--- src/rtl/flp_pkg.sv ---
`default_nettype none

package flp_pkg;

  localparam int LEN_W      = 22;
  localparam int CNT_W      = 7;
  localparam int SEG_W      = 8;
  localparam int WIN_W      = 16;
  localparam int FIDX_W     = 5;
  localparam int SHIFT_W    = 32;

  localparam int DEF_MAX_SEGMENTS = 64;
  localparam logic [WIN_W-1:0] WIN_RESET = 16'd8192;

  localparam logic [7:0]         IMG_MAGIC     = 8'hE9;
  localparam logic [FIDX_W-1:0]  HDR_LAST_IDX  = 5'd23;
  localparam logic [WIN_W-1:0]   HDR_BYTES     = 16'd24;
  localparam logic [FIDX_W-1:0]  LEN_FIRST_IDX = 5'd4;
  localparam logic [FIDX_W-1:0]  SEG_LAST_IDX  = 5'd7;
  localparam logic [LEN_W:0]     SEG_HDR_BYTES = 23'd8;
  localparam logic [SHIFT_W-1:0] MAX_SEG_LEN   = 32'h0020_0000;
  localparam logic [LEN_W-1:0]   PAD_ROUND     = 22'd16;
  localparam logic [LEN_W-1:0]   PAD_MASK      = 22'h3F_FFF0;
  localparam logic [LEN_W-1:0]   HASH_BYTES    = 22'd32;

  typedef enum logic [1:0] {
    PH_IDLE,
    PH_HEADER,
    PH_SEGHDR,
    PH_SKIP
  } flp_phase_t;

  typedef enum logic [2:0] {
    ST_OK          = 3'd0,
    ST_WIN_SMALL   = 3'd1,
    ST_BAD_MAGIC   = 3'd2,
    ST_BAD_COUNT   = 3'd3,
    ST_HDR_OUTSIDE = 3'd4,
    ST_BAD_LEN     = 3'd5
  } flp_status_t;

  typedef struct packed {
    logic              vld;
    logic [LEN_W-1:0]  image_length;
    logic [CNT_W-1:0]  seg_count;
    flp_status_t       status;
  } flp_res_t;

endpackage

`default_nettype wire

--- src/rtl/flp_core.sv ---
`default_nettype none

module flp_core #(
  parameter int MAX_SEGMENTS = flp_pkg::DEF_MAX_SEGMENTS
) (
  input  wire logic                       clk,
  input  wire logic                       rst_n,
  input  wire logic                       step,
  input  wire logic [7:0]                 data_byte,
  input  wire logic                       start_req,
  input  wire logic [flp_pkg::WIN_W-1:0]  window,
  output flp_pkg::flp_res_t               res
);
  import flp_pkg::*;

  localparam logic [SEG_W-1:0] MaxSeg = SEG_W'(MAX_SEGMENTS);

  flp_phase_t          phase_r, phase_nxt, cur_phase;
  logic [LEN_W-1:0]    off_r, off_nxt, cur_off, off_inc;
  logic [FIDX_W-1:0]   fi_r, fi_nxt, cur_fi;
  logic [SEG_W-1:0]    tot_r, tot_nxt, cur_tot;
  logic [SEG_W-1:0]    done_r, done_nxt, cur_done, done_inc;
  logic                hash_r, hash_nxt, cur_hash;
  logic [SHIFT_W-1:0]  len_r, len_nxt, cur_len, len_upd;
  logic [LEN_W-1:0]    skip_r, skip_nxt, cur_skip, skip_dec;
  logic                outside;
  logic [LEN_W-1:0]    len_pad;

  always_ff @(posedge clk) begin
    if (!rst_n) begin
      phase_r <= PH_IDLE;
      off_r   <= '0;
      fi_r    <= '0;
      tot_r   <= '0;
      done_r  <= '0;
      hash_r  <= 1'b0;
      len_r   <= '0;
      skip_r  <= '0;
    end else if (step) begin
      phase_r <= phase_nxt;
      off_r   <= off_nxt;
      fi_r    <= fi_nxt;
      tot_r   <= tot_nxt;
      done_r  <= done_nxt;
      hash_r  <= hash_nxt;
      len_r   <= len_nxt;
      skip_r  <= skip_nxt;
    end
  end

  always_comb begin
    cur_phase = phase_r;
    cur_off   = off_r;
    cur_fi    = fi_r;
    cur_tot   = tot_r;
    cur_done  = done_r;
    cur_hash  = hash_r;
    cur_len   = len_r;
    cur_skip  = skip_r;
    if (start_req) begin
      cur_phase = PH_HEADER;
      cur_off   = '0;
      cur_fi    = '0;
      cur_tot   = '0;
      cur_done  = '0;
      cur_hash  = 1'b0;
      cur_len   = '0;
      cur_skip  = '0;
    end

    off_inc  = cur_off + LEN_W'(1);
    outside  = ({1'b0, off_inc} + SEG_HDR_BYTES) > {{(LEN_W + 1 - WIN_W){1'b0}}, window};
    len_upd  = (cur_fi >= LEN_FIRST_IDX) ? {data_byte, cur_len[SHIFT_W-1:8]} : cur_len;
    skip_dec = (cur_skip != '0) ? cur_skip - LEN_W'(1) : cur_skip;
    done_inc = cur_done + SEG_W'(1);
    len_pad  = (off_inc + PAD_ROUND) & PAD_MASK;

    phase_nxt = cur_phase;
    off_nxt   = cur_off;
    fi_nxt    = cur_fi;
    tot_nxt   = cur_tot;
    done_nxt  = cur_done;
    hash_nxt  = cur_hash;
    len_nxt   = cur_len;
    skip_nxt  = cur_skip;
    res       = '0;

    if (start_req && (window < HDR_BYTES)) begin
      res.vld    = 1'b1;
      res.status = ST_WIN_SMALL;
      phase_nxt  = PH_IDLE;
    end else begin
      unique case (cur_phase)
        PH_IDLE: begin
        end
        PH_HEADER: begin
          off_nxt = off_inc;
          if ((cur_fi == '0) && (data_byte != IMG_MAGIC)) begin
            res.vld    = 1'b1;
            res.status = ST_BAD_MAGIC;
            phase_nxt  = PH_IDLE;
          end else if ((cur_fi == FIDX_W'(1)) && ((data_byte == '0) || (data_byte > MaxSeg))) begin
            res.vld    = 1'b1;
            res.status = ST_BAD_COUNT;
            phase_nxt  = PH_IDLE;
          end else begin
            if (cur_fi == FIDX_W'(1)) begin
              tot_nxt = data_byte;
            end
            if (cur_fi == HDR_LAST_IDX) begin
              hash_nxt = (data_byte != '0);
              done_nxt = '0;
              if (outside) begin
                res.vld    = 1'b1;
                res.status = ST_HDR_OUTSIDE;
                phase_nxt  = PH_IDLE;
              end else begin
                fi_nxt    = '0;
                len_nxt   = '0;
                phase_nxt = PH_SEGHDR;
              end
            end else begin
              fi_nxt = cur_fi + FIDX_W'(1);
            end
          end
        end
        PH_SEGHDR: begin
          off_nxt = off_inc;
          len_nxt = len_upd;
          fi_nxt  = cur_fi + FIDX_W'(1);
          if (cur_fi >= SEG_LAST_IDX) begin
            if ((len_upd == '0) || (len_upd > MAX_SEG_LEN)) begin
              res.vld    = 1'b1;
              res.status = ST_BAD_LEN;
              phase_nxt  = PH_IDLE;
            end else begin
              skip_nxt  = len_upd[LEN_W-1:0];
              phase_nxt = PH_SKIP;
            end
          end
        end
        PH_SKIP: begin
          off_nxt  = off_inc;
          skip_nxt = skip_dec;
          if (skip_dec == '0) begin
            done_nxt = done_inc;
            if (done_inc >= cur_tot) begin
              res.vld          = 1'b1;
              res.status       = ST_OK;
              res.image_length = cur_hash ? len_pad + HASH_BYTES : len_pad;
              res.seg_count    = cur_tot[CNT_W-1:0];
              phase_nxt        = PH_IDLE;
            end else if (outside) begin
              res.vld    = 1'b1;
              res.status = ST_HDR_OUTSIDE;
              phase_nxt  = PH_IDLE;
            end else begin
              fi_nxt    = '0;
              len_nxt   = '0;
              phase_nxt = PH_SEGHDR;
            end
          end
        end
        default: begin
        end
      endcase
    end
  end

  a_skip_nonzero: assert property (@(posedge clk) disable iff (!rst_n)
    (phase_r == PH_SKIP) |-> (skip_r != '0))
    else $error("skip phase entered with nothing left to skip");

  a_seghdr_idx: assert property (@(posedge clk) disable iff (!rst_n)
    (phase_r == PH_SEGHDR) |-> (fi_r <= SEG_LAST_IDX))
    else $error("segment header index ran past its last byte");

  a_ok_padded: assert property (@(posedge clk) disable iff (!rst_n)
    (res.vld && (res.status == ST_OK)) |-> (res.image_length[3:0] == 4'd0))
    else $error("successful length is not padded to 16 bytes");

  a_err_zero: assert property (@(posedge clk) disable iff (!rst_n)
    (res.vld && (res.status != ST_OK)) |->
      ((res.image_length == '0) && (res.seg_count == '0)))
    else $error("error result carries a nonzero length or count");

  a_idle_after_result: assert property (@(posedge clk) disable iff (!rst_n)
    (step && res.vld) |=> (phase_r == PH_IDLE))
    else $error("parser kept running after a result");

endmodule

`default_nettype wire

--- src/rtl/firmware_image_length_parser.sv ---
// Firmware image length parser.
//
// Image bytes enter on the in_ channel, one word per byte, in offset order;
// in_start_req marks the byte at offset zero and restarts any parse underway.
// The out_ channel carries one word per parse: the padded image length, the
// segment count and a status code, with length and count zero on any error.
// A result appears on the byte where the outcome is decided; bytes after it
// are dropped until the next start. The cfg_ channel writes the window size
// and is always ready; the user must write it only while the parser is idle,
// which the block itself does not enforce.
// An accepted byte is held in an input register and evaluated from there;
// a result that it decides is written into the output register, which drives
// the outputs. One byte per cycle is sustained while the output register is
// free or being taken: the input register is refilled in the same cycle that
// its byte is evaluated.
// When the receiver stalls, the held result stays on the outputs and the
// parser keeps its byte until the output register frees, so in_ready drops.
// Reset empties both registers, returns the parser to idle and sets the
// window to 8192 bytes.
`default_nettype none

module firmware_image_length_parser #(
  parameter int MAX_SEGMENTS = flp_pkg::DEF_MAX_SEGMENTS
) (
  input  wire logic                       clk,
  input  wire logic                       rst_n,
  input  wire logic                       in_valid,
  output logic                            in_ready,
  input  wire logic [7:0]                 in_data_byte,
  input  wire logic                       in_start_req,
  output logic                            out_valid,
  input  wire logic                       out_ready,
  output logic [flp_pkg::LEN_W-1:0]       out_image_length,
  output logic [flp_pkg::CNT_W-1:0]       out_seg_count,
  output logic [2:0]                      out_status,
  input  wire logic                       cfg_valid,
  output logic                            cfg_ready,
  input  wire logic [flp_pkg::WIN_W-1:0]  cfg_window_bytes
);
  import flp_pkg::*;

  logic              in_vld_r, in_vld_nxt;
  logic [7:0]        in_byte_r;
  logic              in_start_r;
  logic              fire;
  logic              out_vld_r, out_vld_nxt;
  logic [LEN_W-1:0]  out_len_r;
  logic [CNT_W-1:0]  out_cnt_r;
  flp_status_t       out_status_r;
  logic [WIN_W-1:0]  window_r;
  flp_res_t          res;

  assign fire       = in_vld_r && (!out_vld_r || out_ready);
  assign in_ready   = !in_vld_r || fire;
  assign cfg_ready  = 1'b1;
  assign in_vld_nxt = (in_valid && in_ready) || (in_vld_r && !fire);
  assign out_vld_nxt = (fire && res.vld) ? 1'b1 : (out_ready ? 1'b0 : out_vld_r);

  always_ff @(posedge clk) begin
    if (!rst_n) begin
      in_vld_r  <= 1'b0;
      out_vld_r <= 1'b0;
      window_r  <= WIN_RESET;
    end else begin
      in_vld_r  <= in_vld_nxt;
      out_vld_r <= out_vld_nxt;
      if (cfg_valid && cfg_ready) begin
        window_r <= cfg_window_bytes;
      end
    end
  end

  always_ff @(posedge clk) begin
    if (in_valid && in_ready) begin
      in_byte_r  <= in_data_byte;
      in_start_r <= in_start_req;
    end
    if (fire && res.vld) begin
      out_len_r    <= res.image_length;
      out_cnt_r    <= res.seg_count;
      out_status_r <= res.status;
    end
  end

  flp_core #(
    .MAX_SEGMENTS(MAX_SEGMENTS)
  ) u_core (
    .clk       (clk),
    .rst_n     (rst_n),
    .step      (fire),
    .data_byte (in_byte_r),
    .start_req (in_start_r),
    .window    (window_r),
    .res       (res)
  );

  assign out_valid        = out_vld_r;
  assign out_image_length = out_len_r;
  assign out_seg_count    = out_cnt_r;
  assign out_status       = out_status_r;

endmodule

`default_nettype wire
--- config.mk ---
export PLATFORM = sky130hd
export DESIGN_NAME = firmware_image_length_parser
export DESIGN_NICKNAME = d
export VERILOG_FILES = /design/src/rtl/flp_pkg.sv /design/src/rtl/flp_core.sv /design/src/rtl/firmware_image_length_parser.sv
export SDC_FILE = /design/constraint.sdc
export NUM_CORES = 1
export LEC_CHECK = 0
export ABC_AREA = 1
export BUFFER_PORTS_ARGS = -buffer_cell sky130_fd_sc_hd__buf_2
export CAP_MARGIN = 20
export CELL_PAD_IN_SITES_DETAIL_PLACEMENT = 1
export CELL_PAD_IN_SITES_GLOBAL_PLACEMENT = 1
export CORE_MARGIN = 1.5
export CORE_UTILIZATION = 40
export CTS_BUF_LIST = sky130_fd_sc_hd__clkbuf_16
export DETAILED_ROUTE_END_ITERATION = 16
export PLACE_DENSITY_LB_ADDON = 0.3
export SLEW_MARGIN = 20
export SYNTH_ARGS = -nofsm -noshare
export SYNTH_HDL_FRONTEND = slang
export SYNTH_HIERARCHICAL = 1
export SYNTH_SLANG_ARGS = --single-unit
--- constraint.sdc ---
create_clock -name clk -period 6.75 [get_ports clk]
set_clock_uncertainty 0.15 [all_clocks]
set_input_delay 0.3375 -clock clk [delete_from_list [all_inputs] [get_ports clk]]
set_output_delay 0.3375 -clock clk [all_outputs]
set_load 0.02 [all_outputs]
* Yosys cells after proc, flatten, opt, wreduce, memory -nomap -nowiden
Cells that the tools add are included.
Cells by class: add/sub/neg operators 7, shift-type cells 0, equality and inequality tests 6, divide/modulo/power cells 0, multipliers 0, reductions and logical operators 25, multiplexer cells 80, bitwise gates (word level) 4, order comparisons 7
Operators with widths (count):
- two-way mux 32 bit | 9
- two-way mux 22 bit | 9
- two-way mux 8 bit | 12
- case mux 32 bit (3 select lines) | 1
- case mux 22 bit (2 select lines) | 1
- two-way mux 5 bit | 8
- two-way mux 33 bit | 1
- greater-than comparator 32 x 22 -> 1 bit, second input constant | 1
- logical NOT 32 bit | 1
- two-way mux 29 bit | 1
- adder 22 x 4 -> 23 bit, second input constant | 1
- greater-than comparator 23 x 16 -> 1 bit | 1
- adder 22 x 1 -> 22 bit, second input constant | 1
- adder 22 x 5 -> 22 bit, second input constant | 1
- adder 22 x 6 -> 22 bit, second input constant | 1
- logical NOT 22 bit | 1
- nonzero test 22 bit | 1
- subtractor 22 x 1 -> 22 bit, second input constant | 1
- two-way mux 3 bit | 7
- two-way mux 2 bit | 10
- < comparator 16 x 5 -> 1 bit, second input constant | 1
- two-way mux 1 bit | 16
- case mux 8 bit (2 select lines) | 1
- case mux 5 bit (3 select lines) | 1
- 24 further kinds | 41
Storage, ports and cells: output and inout port bits 35, ROM bits 0, memories kept 0, memory bits (writable) 0, bits in latches 0, bits of input ports 30, register bits 159, word-level logic and storage cells 146

* Depth between registers and ports, before layout
word-level depth 12, gate-level depth with buffers 40, depth with buffers taken out 36

* Cells and area by module
The synthesis kept the hierarchy.
Modules (own cells, without submodules):
- flp_core | cells an instance 1927, seq. area each 2001.9 µm², times used 1, area an instance 10814.1 µm²
- firmware_image_length_parser | cells an instance 128, seq. area each 1591.5 µm², times used 1, area an instance 1894.3 µm²

* Worst setup path before layout
Ideal clock, no wire load.
path kind flip-flop to flip-flop, from register in_start_r, to register out_len_r[0] (netlist: out_image_length[0]) (enable), arrival 6838 ps, path buffers 5, data required time 6139 ps, stages on the path, launching flop included 37, setup time 461 ps, path slack -699 ps, period minus slack after synthesis 7449 ps, path through edfxtp_1 > buf_4 > buf_4 > buf_2 > buf_2 > clkbuf_1 > nor2_1 > ha_1 > nand4_4 > xor2_4 > ha_1 > nand2_1 > nor2_2 > inv_1 > nor3_1 > xor2_1 > inv_1 > ha_1 > nand2_1 > inv_1 > nand3_1 > inv_1 > nand2_1 > nor2_1 > nand2_1 > nand2_1 > nand2_1 > a22oi_1 > a21oi_1 > nand2_1 > nor2_1 > nand2_2 > nand2_1 > and3_1 > o211ai_1 > inv_1 > nor3_1
RTL lines:
- from (decl) | RTL line firmware_image_length_parser.sv:44 | logic in_start_r;
- from (signal assigned) | RTL line firmware_image_length_parser.sv:76 | in_start_r <= in_start_req;
- to (signal assigned) | RTL line firmware_image_length_parser.sv:79 | out_len_r <= res.image_length;
- to (decl) | RTL line firmware_image_length_parser.sv:47 | logic [LEN_W-1:0] out_len_r;

==> flow_summary.html <==
<table>
<tr><th>Metric</th><th>Value</th></tr>
<tr><th colspan="2">Placement</th></tr>
<tr><td>Placement Cell Area</td><td>13,200 µm²</td></tr>
<tr><td>Final estimated routing congestion in global placement</td><td>0.908</td></tr>
<tr><td>DP Worst Slack</td><td>0.776 ns</td></tr>
<tr><td>HPWL after DPL</td><td>30,700 µm</td></tr>
<tr><td>Number of buffers added on ports</td><td>63</td></tr>
<tr><th colspan="2">Floorplanning</th></tr>
<tr><td>Ports</td><td>65</td></tr>
<tr><td>Number of rows created at floorplan</td><td>65</td></tr>
<tr><td>Die height</td><td>181 µm</td></tr>
<tr><td>Die area</td><td>32,800 µm²</td></tr>
<tr><td>Die span in x</td><td>181 µm</td></tr>
<tr><td>Core region area</td><td>31,400 µm²</td></tr>
<tr><td>Starting density of the core</td><td>0.405</td></tr>
<tr><th colspan="2">Synthesis</th></tr>
<tr><td>Share of synthesized flip-flops with an asynchronous set or reset</td><td>0</td></tr>
<tr><td>Most instantiated cells after synthesis</td><td>sky130_fd_sc_hd__nand2_1, sky130_fd_sc_hd__inv_1, sky130_fd_sc_hd__nor2_1</td></tr>
<tr><td>Cell area after technology mapping</td><td>12,700 µm²</td></tr>
<tr><td>Mean post-synth cell area</td><td>6.18 µm²</td></tr>
<tr><td>Post-synth top area cell</td><td>sky130_fd_sc_hd__dfxtp_1</td></tr>
<tr><td>Library cell with the highest instance count after synthesis</td><td>sky130_fd_sc_hd__nand2_1</td></tr>
<tr><td>Synthesis-stage register bit count</td><td>159</td></tr>
<tr><td>Sequential share of the synthesized area</td><td>0.283</td></tr>
<tr><td>Most used flip-flop cell after synthesis</td><td>sky130_fd_sc_hd__dfxtp_1</td></tr>
<tr><td>Post-synth top area share</td><td>0.186</td></tr>
<tr><td>Number of enable-type register cells in the synthesized netlist</td><td>just over 40</td></tr>
<tr><td>Main area contributors after synthesis</td><td>sky130_fd_sc_hd__dfxtp_1, sky130_fd_sc_hd__nand2_1, sky130_fd_sc_hd__edfxtp_1, sky130_fd_sc_hd__inv_1, sky130_fd_sc_hd__nor2_1</td></tr>
<tr><td>Number of warnings reported in the yosys synthesis log</td><td>6</td></tr>
<tr><td>Post-synthesis instance total</td><td>between 2,000 and 2,500</td></tr>
<tr><td>Post-synthesis cell type count</td><td>49</td></tr>
<tr><th colspan="2">Worst setup path</th></tr>
<tr><td>Worst Setup Path Type</td><td>reg2reg</td></tr>
<tr><td>Crit path max-delay cell type</td><td>sky130_fd_sc_hd__edfxtp_1</td></tr>
<tr><td>Endpoint of the worst register-to-register path</td><td>out_image_length[17]</td></tr>
<tr><td>Most repeated library cell on the critical path</td><td>sky130_fd_sc_hd__nand2_1</td></tr>
<tr><td>Endpoint required time on the critical path</td><td>roughly 6.7 ns</td></tr>
<tr><td>Setup slack, reg-to-reg</td><td>0.58 ns</td></tr>
<tr><td>Critical path startpoint category</td><td>flop</td></tr>
<tr><td>Worst endpoint data arrival time</td><td>6.12 ns</td></tr>
<tr><td>Stage delay of the slowest cell on the critical path</td><td>0.65 ns</td></tr>
<tr><td>Depth of the most critical reg-to-reg path</td><td>33</td></tr>
<tr><td>Origin of the critical flop-to-flop path</td><td>in_start_r</td></tr>
<tr><td>Category of the worst setup path capture point</td><td>flop</td></tr>
<tr><td>CP Max Fanout</td><td>32</td></tr>
<tr><th colspan="2">Power</th></tr>
<tr><td>Net switching component of the power</td><td>656 µW</td></tr>
<tr><td>Leakage Power</td><td>0.00607 µW</td></tr>
<tr><td>Internal portion of total power</td><td>1590 µW</td></tr>
<tr><td>Fraction of power consumed by sequential logic</td><td>0.452</td></tr>
<tr><td>Max rail drop VDD</td><td>0.194 mV</td></tr>
<tr><td>Part of the total power dissipated in combinational logic</td><td>0.117</td></tr>
<tr><td>Switching part of the total</td><td>0.293</td></tr>
<tr><td>Power per cell area</td><td>160 nW/µm²</td></tr>
<tr><td>Share of power burned in the clock network</td><td>0.431</td></tr>
<tr><th colspan="2">STA</th></tr>
<tr><td>Worst slew margin relative to its limit</td><td>0.357</td></tr>
<tr><td>Highest achievable clock rate</td><td>162 MHz</td></tr>
<tr><td>Unrepaired setup endpoints after global routing</td><td>no</td></tr>
<tr><td>Final-report max-slew violation count</td><td>0</td></tr>
<tr><td>Smallest setup slack after layout</td><td>approximately 0.58 ns</td></tr>
<tr><td>Setup TNS</td><td>0 ns</td></tr>
<tr><td>Final number of hold-violating endpoints</td><td>0</td></tr>
<tr><td>Min cycle time layout</td><td>6.17 ns</td></tr>
<tr><td>Count of final setup violators</td><td>0</td></tr>
<tr><td>Crit share post-route</td><td>0.914</td></tr>
<tr><td>Actual slew at the worst max-slew pin</td><td>0.961 ns</td></tr>
<tr><th colspan="2">Routing</th></tr>
<tr><td>Detailed-route via count</td><td>13,500</td></tr>
<tr><td>ANT nets after route</td><td>0</td></tr>
<tr><td>Vias per Instance</td><td>5.35</td></tr>
<tr><td>Routed wire length</td><td>43,100 µm</td></tr>
<tr><td>Number of remaining DRC errors</td><td>0</td></tr>
<tr><td>Avg WL per Cell</td><td>17.2 µm</td></tr>
<tr><td>Initial DRC Count</td><td>approximately 800</td></tr>
<tr><td>Pre-Repair DR Iteration Count</td><td>5</td></tr>
<tr><th colspan="2">Finish</th></tr>
<tr><td>Fraction of final layout cells with drive strength greater than 1</td><td>0.102</td></tr>
<tr><td>Layout net count</td><td>~2,200</td></tr>
<tr><td>Count of fill cells added during filler insertion</td><td>between 4,000 and 5,000</td></tr>
<tr><td>Area Growth Syn to Fin</td><td>10.3%</td></tr>
<tr><td>Final design area excluding fillers</td><td>between 10,000 and 15,000 µm²</td></tr>
<tr><th colspan="2">Run</th></tr>
<tr><td>Max-cap check violation count</td><td>0</td></tr>
<tr><th colspan="2">Global routing</th></tr>
<tr><td>Global-route wire length before repair</td><td>between 70,000 and 80,000 µm</td></tr>
<tr><td>Number of antenna violations at the first check in global routing</td><td>3</td></tr>
<tr><td>Total overflow reported by the global router</td><td>0</td></tr>
<tr><td>Via count of the first global-routing pass</td><td>13,800</td></tr>
<tr><td>Gr usage total</td><td>0.265</td></tr>
<tr><td>Maximum number of pins on one net before global-route repair</td><td>80</td></tr>
<tr><th colspan="2">CTS</th></tr>
<tr><td>Count of clock tree sinks</td><td>159</td></tr>
<tr><td>H-tree level count</td><td>4</td></tr>
<tr><td>Post-CTS setup buffer count</td><td>0</td></tr>
<tr><td>Clock slew at the register clock pins of the worst setup and hold paths</td><td>around 0.070 ns</td></tr>
<tr><td>Clock Tree Buf Depth</td><td>2</td></tr>
<tr><td>Clock buffers created by TritonCTS</td><td>17</td></tr>
<tr><td>Worst-Skew Late Latency</td><td>0.46 ns</td></tr>
<tr><td>Clock tree from TritonCTS</td><td>done</td></tr>
<tr><td>Clock Root Buffer</td><td>sky130_fd_sc_hd__clkbuf_16</td></tr>
<tr><th colspan="2">Worst hold path</th></tr>
<tr><td>Hold EP</td><td>in_vld_r</td></tr>
<tr><td>Number of cells traversed by the worst hold path</td><td>4</td></tr>
<tr><td>Class of the worst hold path</td><td>in2reg</td></tr>
<tr><td>Startpoint of the worst hold path</td><td>out_ready</td></tr>
<tr><th colspan="2">Outcome</th></tr>
<tr><td>Result of the run</td><td>finished, final reports clean</td></tr>
</table>
==> per-stage QoR <==
step	hold WS [ns]	util	power, µW	instances
3_3_place_gp	0.299	0.420	1270	2451
6_report	0.120	0.446	2240	2513
5_1_grt	0.129	0.446	2330	2512
4_1_cts	0.0636	0.446	2260	2509
2_1_floorplan	0.279	-	1210	2058
3_5_place_dp	0.306	0.420	1280	2451
==> cells by family after synthesis <==
kind of cell / count (synthesis) / share of synthesized area
simple gates: 1107 / 0.387
buf+inv: 383 / 0.127
compound gates: 326 / 0.138
flops: 159 / 0.283
xor+xnor: 44 / 0.0318
fa+ha+maj: 34 / 0.0335
other cells: 2 / 0.000591
==> power by group through the flow <==
| stage | clock network (µW) | registers [µW] | logic (µW) |
|---|---|---|---|
| after detailed placement | 0 | 1030 | 246 |
| after floorplan | 0 | 1030 | 182 |
| after CTS | 988 | 1010 | 259 |
| after global routing | 1030 | 1010 | 291 |
| final | 967 | 1010 | 262 |
| after global placement | 0 | 1030 | 240 |
==> worst max-delay path by stage <==
stage / startpoint / end / slack, ns / cells past startpoint
after floorplan: in_start_r / out_image_length[0] / 0.27 / 36
after global placement: in_start_r / out_image_length[19] / 1.06 / 33
after detailed placement: in_start_r / out_image_length[17] / 0.78 / 33
after CTS: in_start_r / out_image_length[1] / 0.74 / 33
after global routing: in_start_r / out_image_length[17] / 0.12 / 33
final: in_start_r / out_image_length[17] / 0.58 / 33
==> cell type report <==
| cell class | count | area, µm² | share of cell area |
|---|---|---|---|
| diodes | 3 | 7.51 | 0.000536 |
| clock buffers | 17 | 425 | 0.0304 |
| clock inverters | 15 | 138 | 0.00982 |
| inverters | 294 | 1110 | 0.0793 |
| multi-input cells | 1516 | 7530 | 0.537 |
| flip-flops and latches | 159 | 3590 | 0.256 |
| well taps | 402 | 503 | 0.0359 |
| repair buffers | 107 | 711 | 0.0507 |
==> critical path: cells and delay by family (launching register included) <==
kind                       cells  cell delay (ns)
adders and majority gates      2             0.56
xor gates and xnor gates       1             0.17
and+or+nand+nor               20             2.62
buffers and inverters          7             1.25
DFF                            1             0.65
AOI/OAI and AO/OA              3             0.35
==> per-layer routing <==
metal	part of all wire	global-route usage	vias to the layer above
met5	0	0	-
met4	0.022	0.0907	0
met3	0.029	0.0399	67
met2	0.50	0.481	218
met1	0.45	0.317	6506
li1	-	-	6662
==> layout by cell type (no fill, tap or decap), types with 6 or more instances in the layout <==
cell,n
sky130_fd_sc_hd__nand4_1,60
sky130_fd_sc_hd__nor2_4,19
sky130_fd_sc_hd__edfxtp_1,41
sky130_fd_sc_hd__a22oi_1,7
sky130_fd_sc_hd__inv_1,275
sky130_fd_sc_hd__a21oi_1,154
sky130_fd_sc_hd__xor2_1,38
sky130_fd_sc_hd__ha_1,34
sky130_fd_sc_hd__o21ai_1,19
sky130_fd_sc_hd__nand3_2,6
sky130_fd_sc_hd__buf_4,18
sky130_fd_sc_hd__nand2_2,18
sky130_fd_sc_hd__buf_2,63
sky130_fd_sc_hd__clkbuf_16,17
sky130_fd_sc_hd__dlygate4sd3_1,26
sky130_fd_sc_hd__nor4_1,9
sky130_fd_sc_hd__nor3_1,13
sky130_fd_sc_hd__nand3_1,128
sky130_fd_sc_hd__nor2_2,25
sky130_fd_sc_hd__inv_2,15
sky130_fd_sc_hd__o21ai_0,109
sky130_fd_sc_hd__dfxtp_1,118
sky130_fd_sc_hd__nand2_1,590
sky130_fd_sc_hd__o211ai_1,27
sky130_fd_sc_hd__nor2_1,217
==> sequential cells by signal, summed over array words and instances (netlist names), 8 cells and up <==
register,flops
u_core/tot_r,8
u_core/done_r,8
in_byte_r,8
u_core/skip_r,22
u_core/off_r,22
window_r,16
u_core/len_r,32
out_image_length,22
==> timing repair <==
item,4_1_cts,5_1_grt
resized for setup,0,0
endpoints found under the hold margin,26,0
hold buffers,26,0
Power figures use the tool's default switching activity.
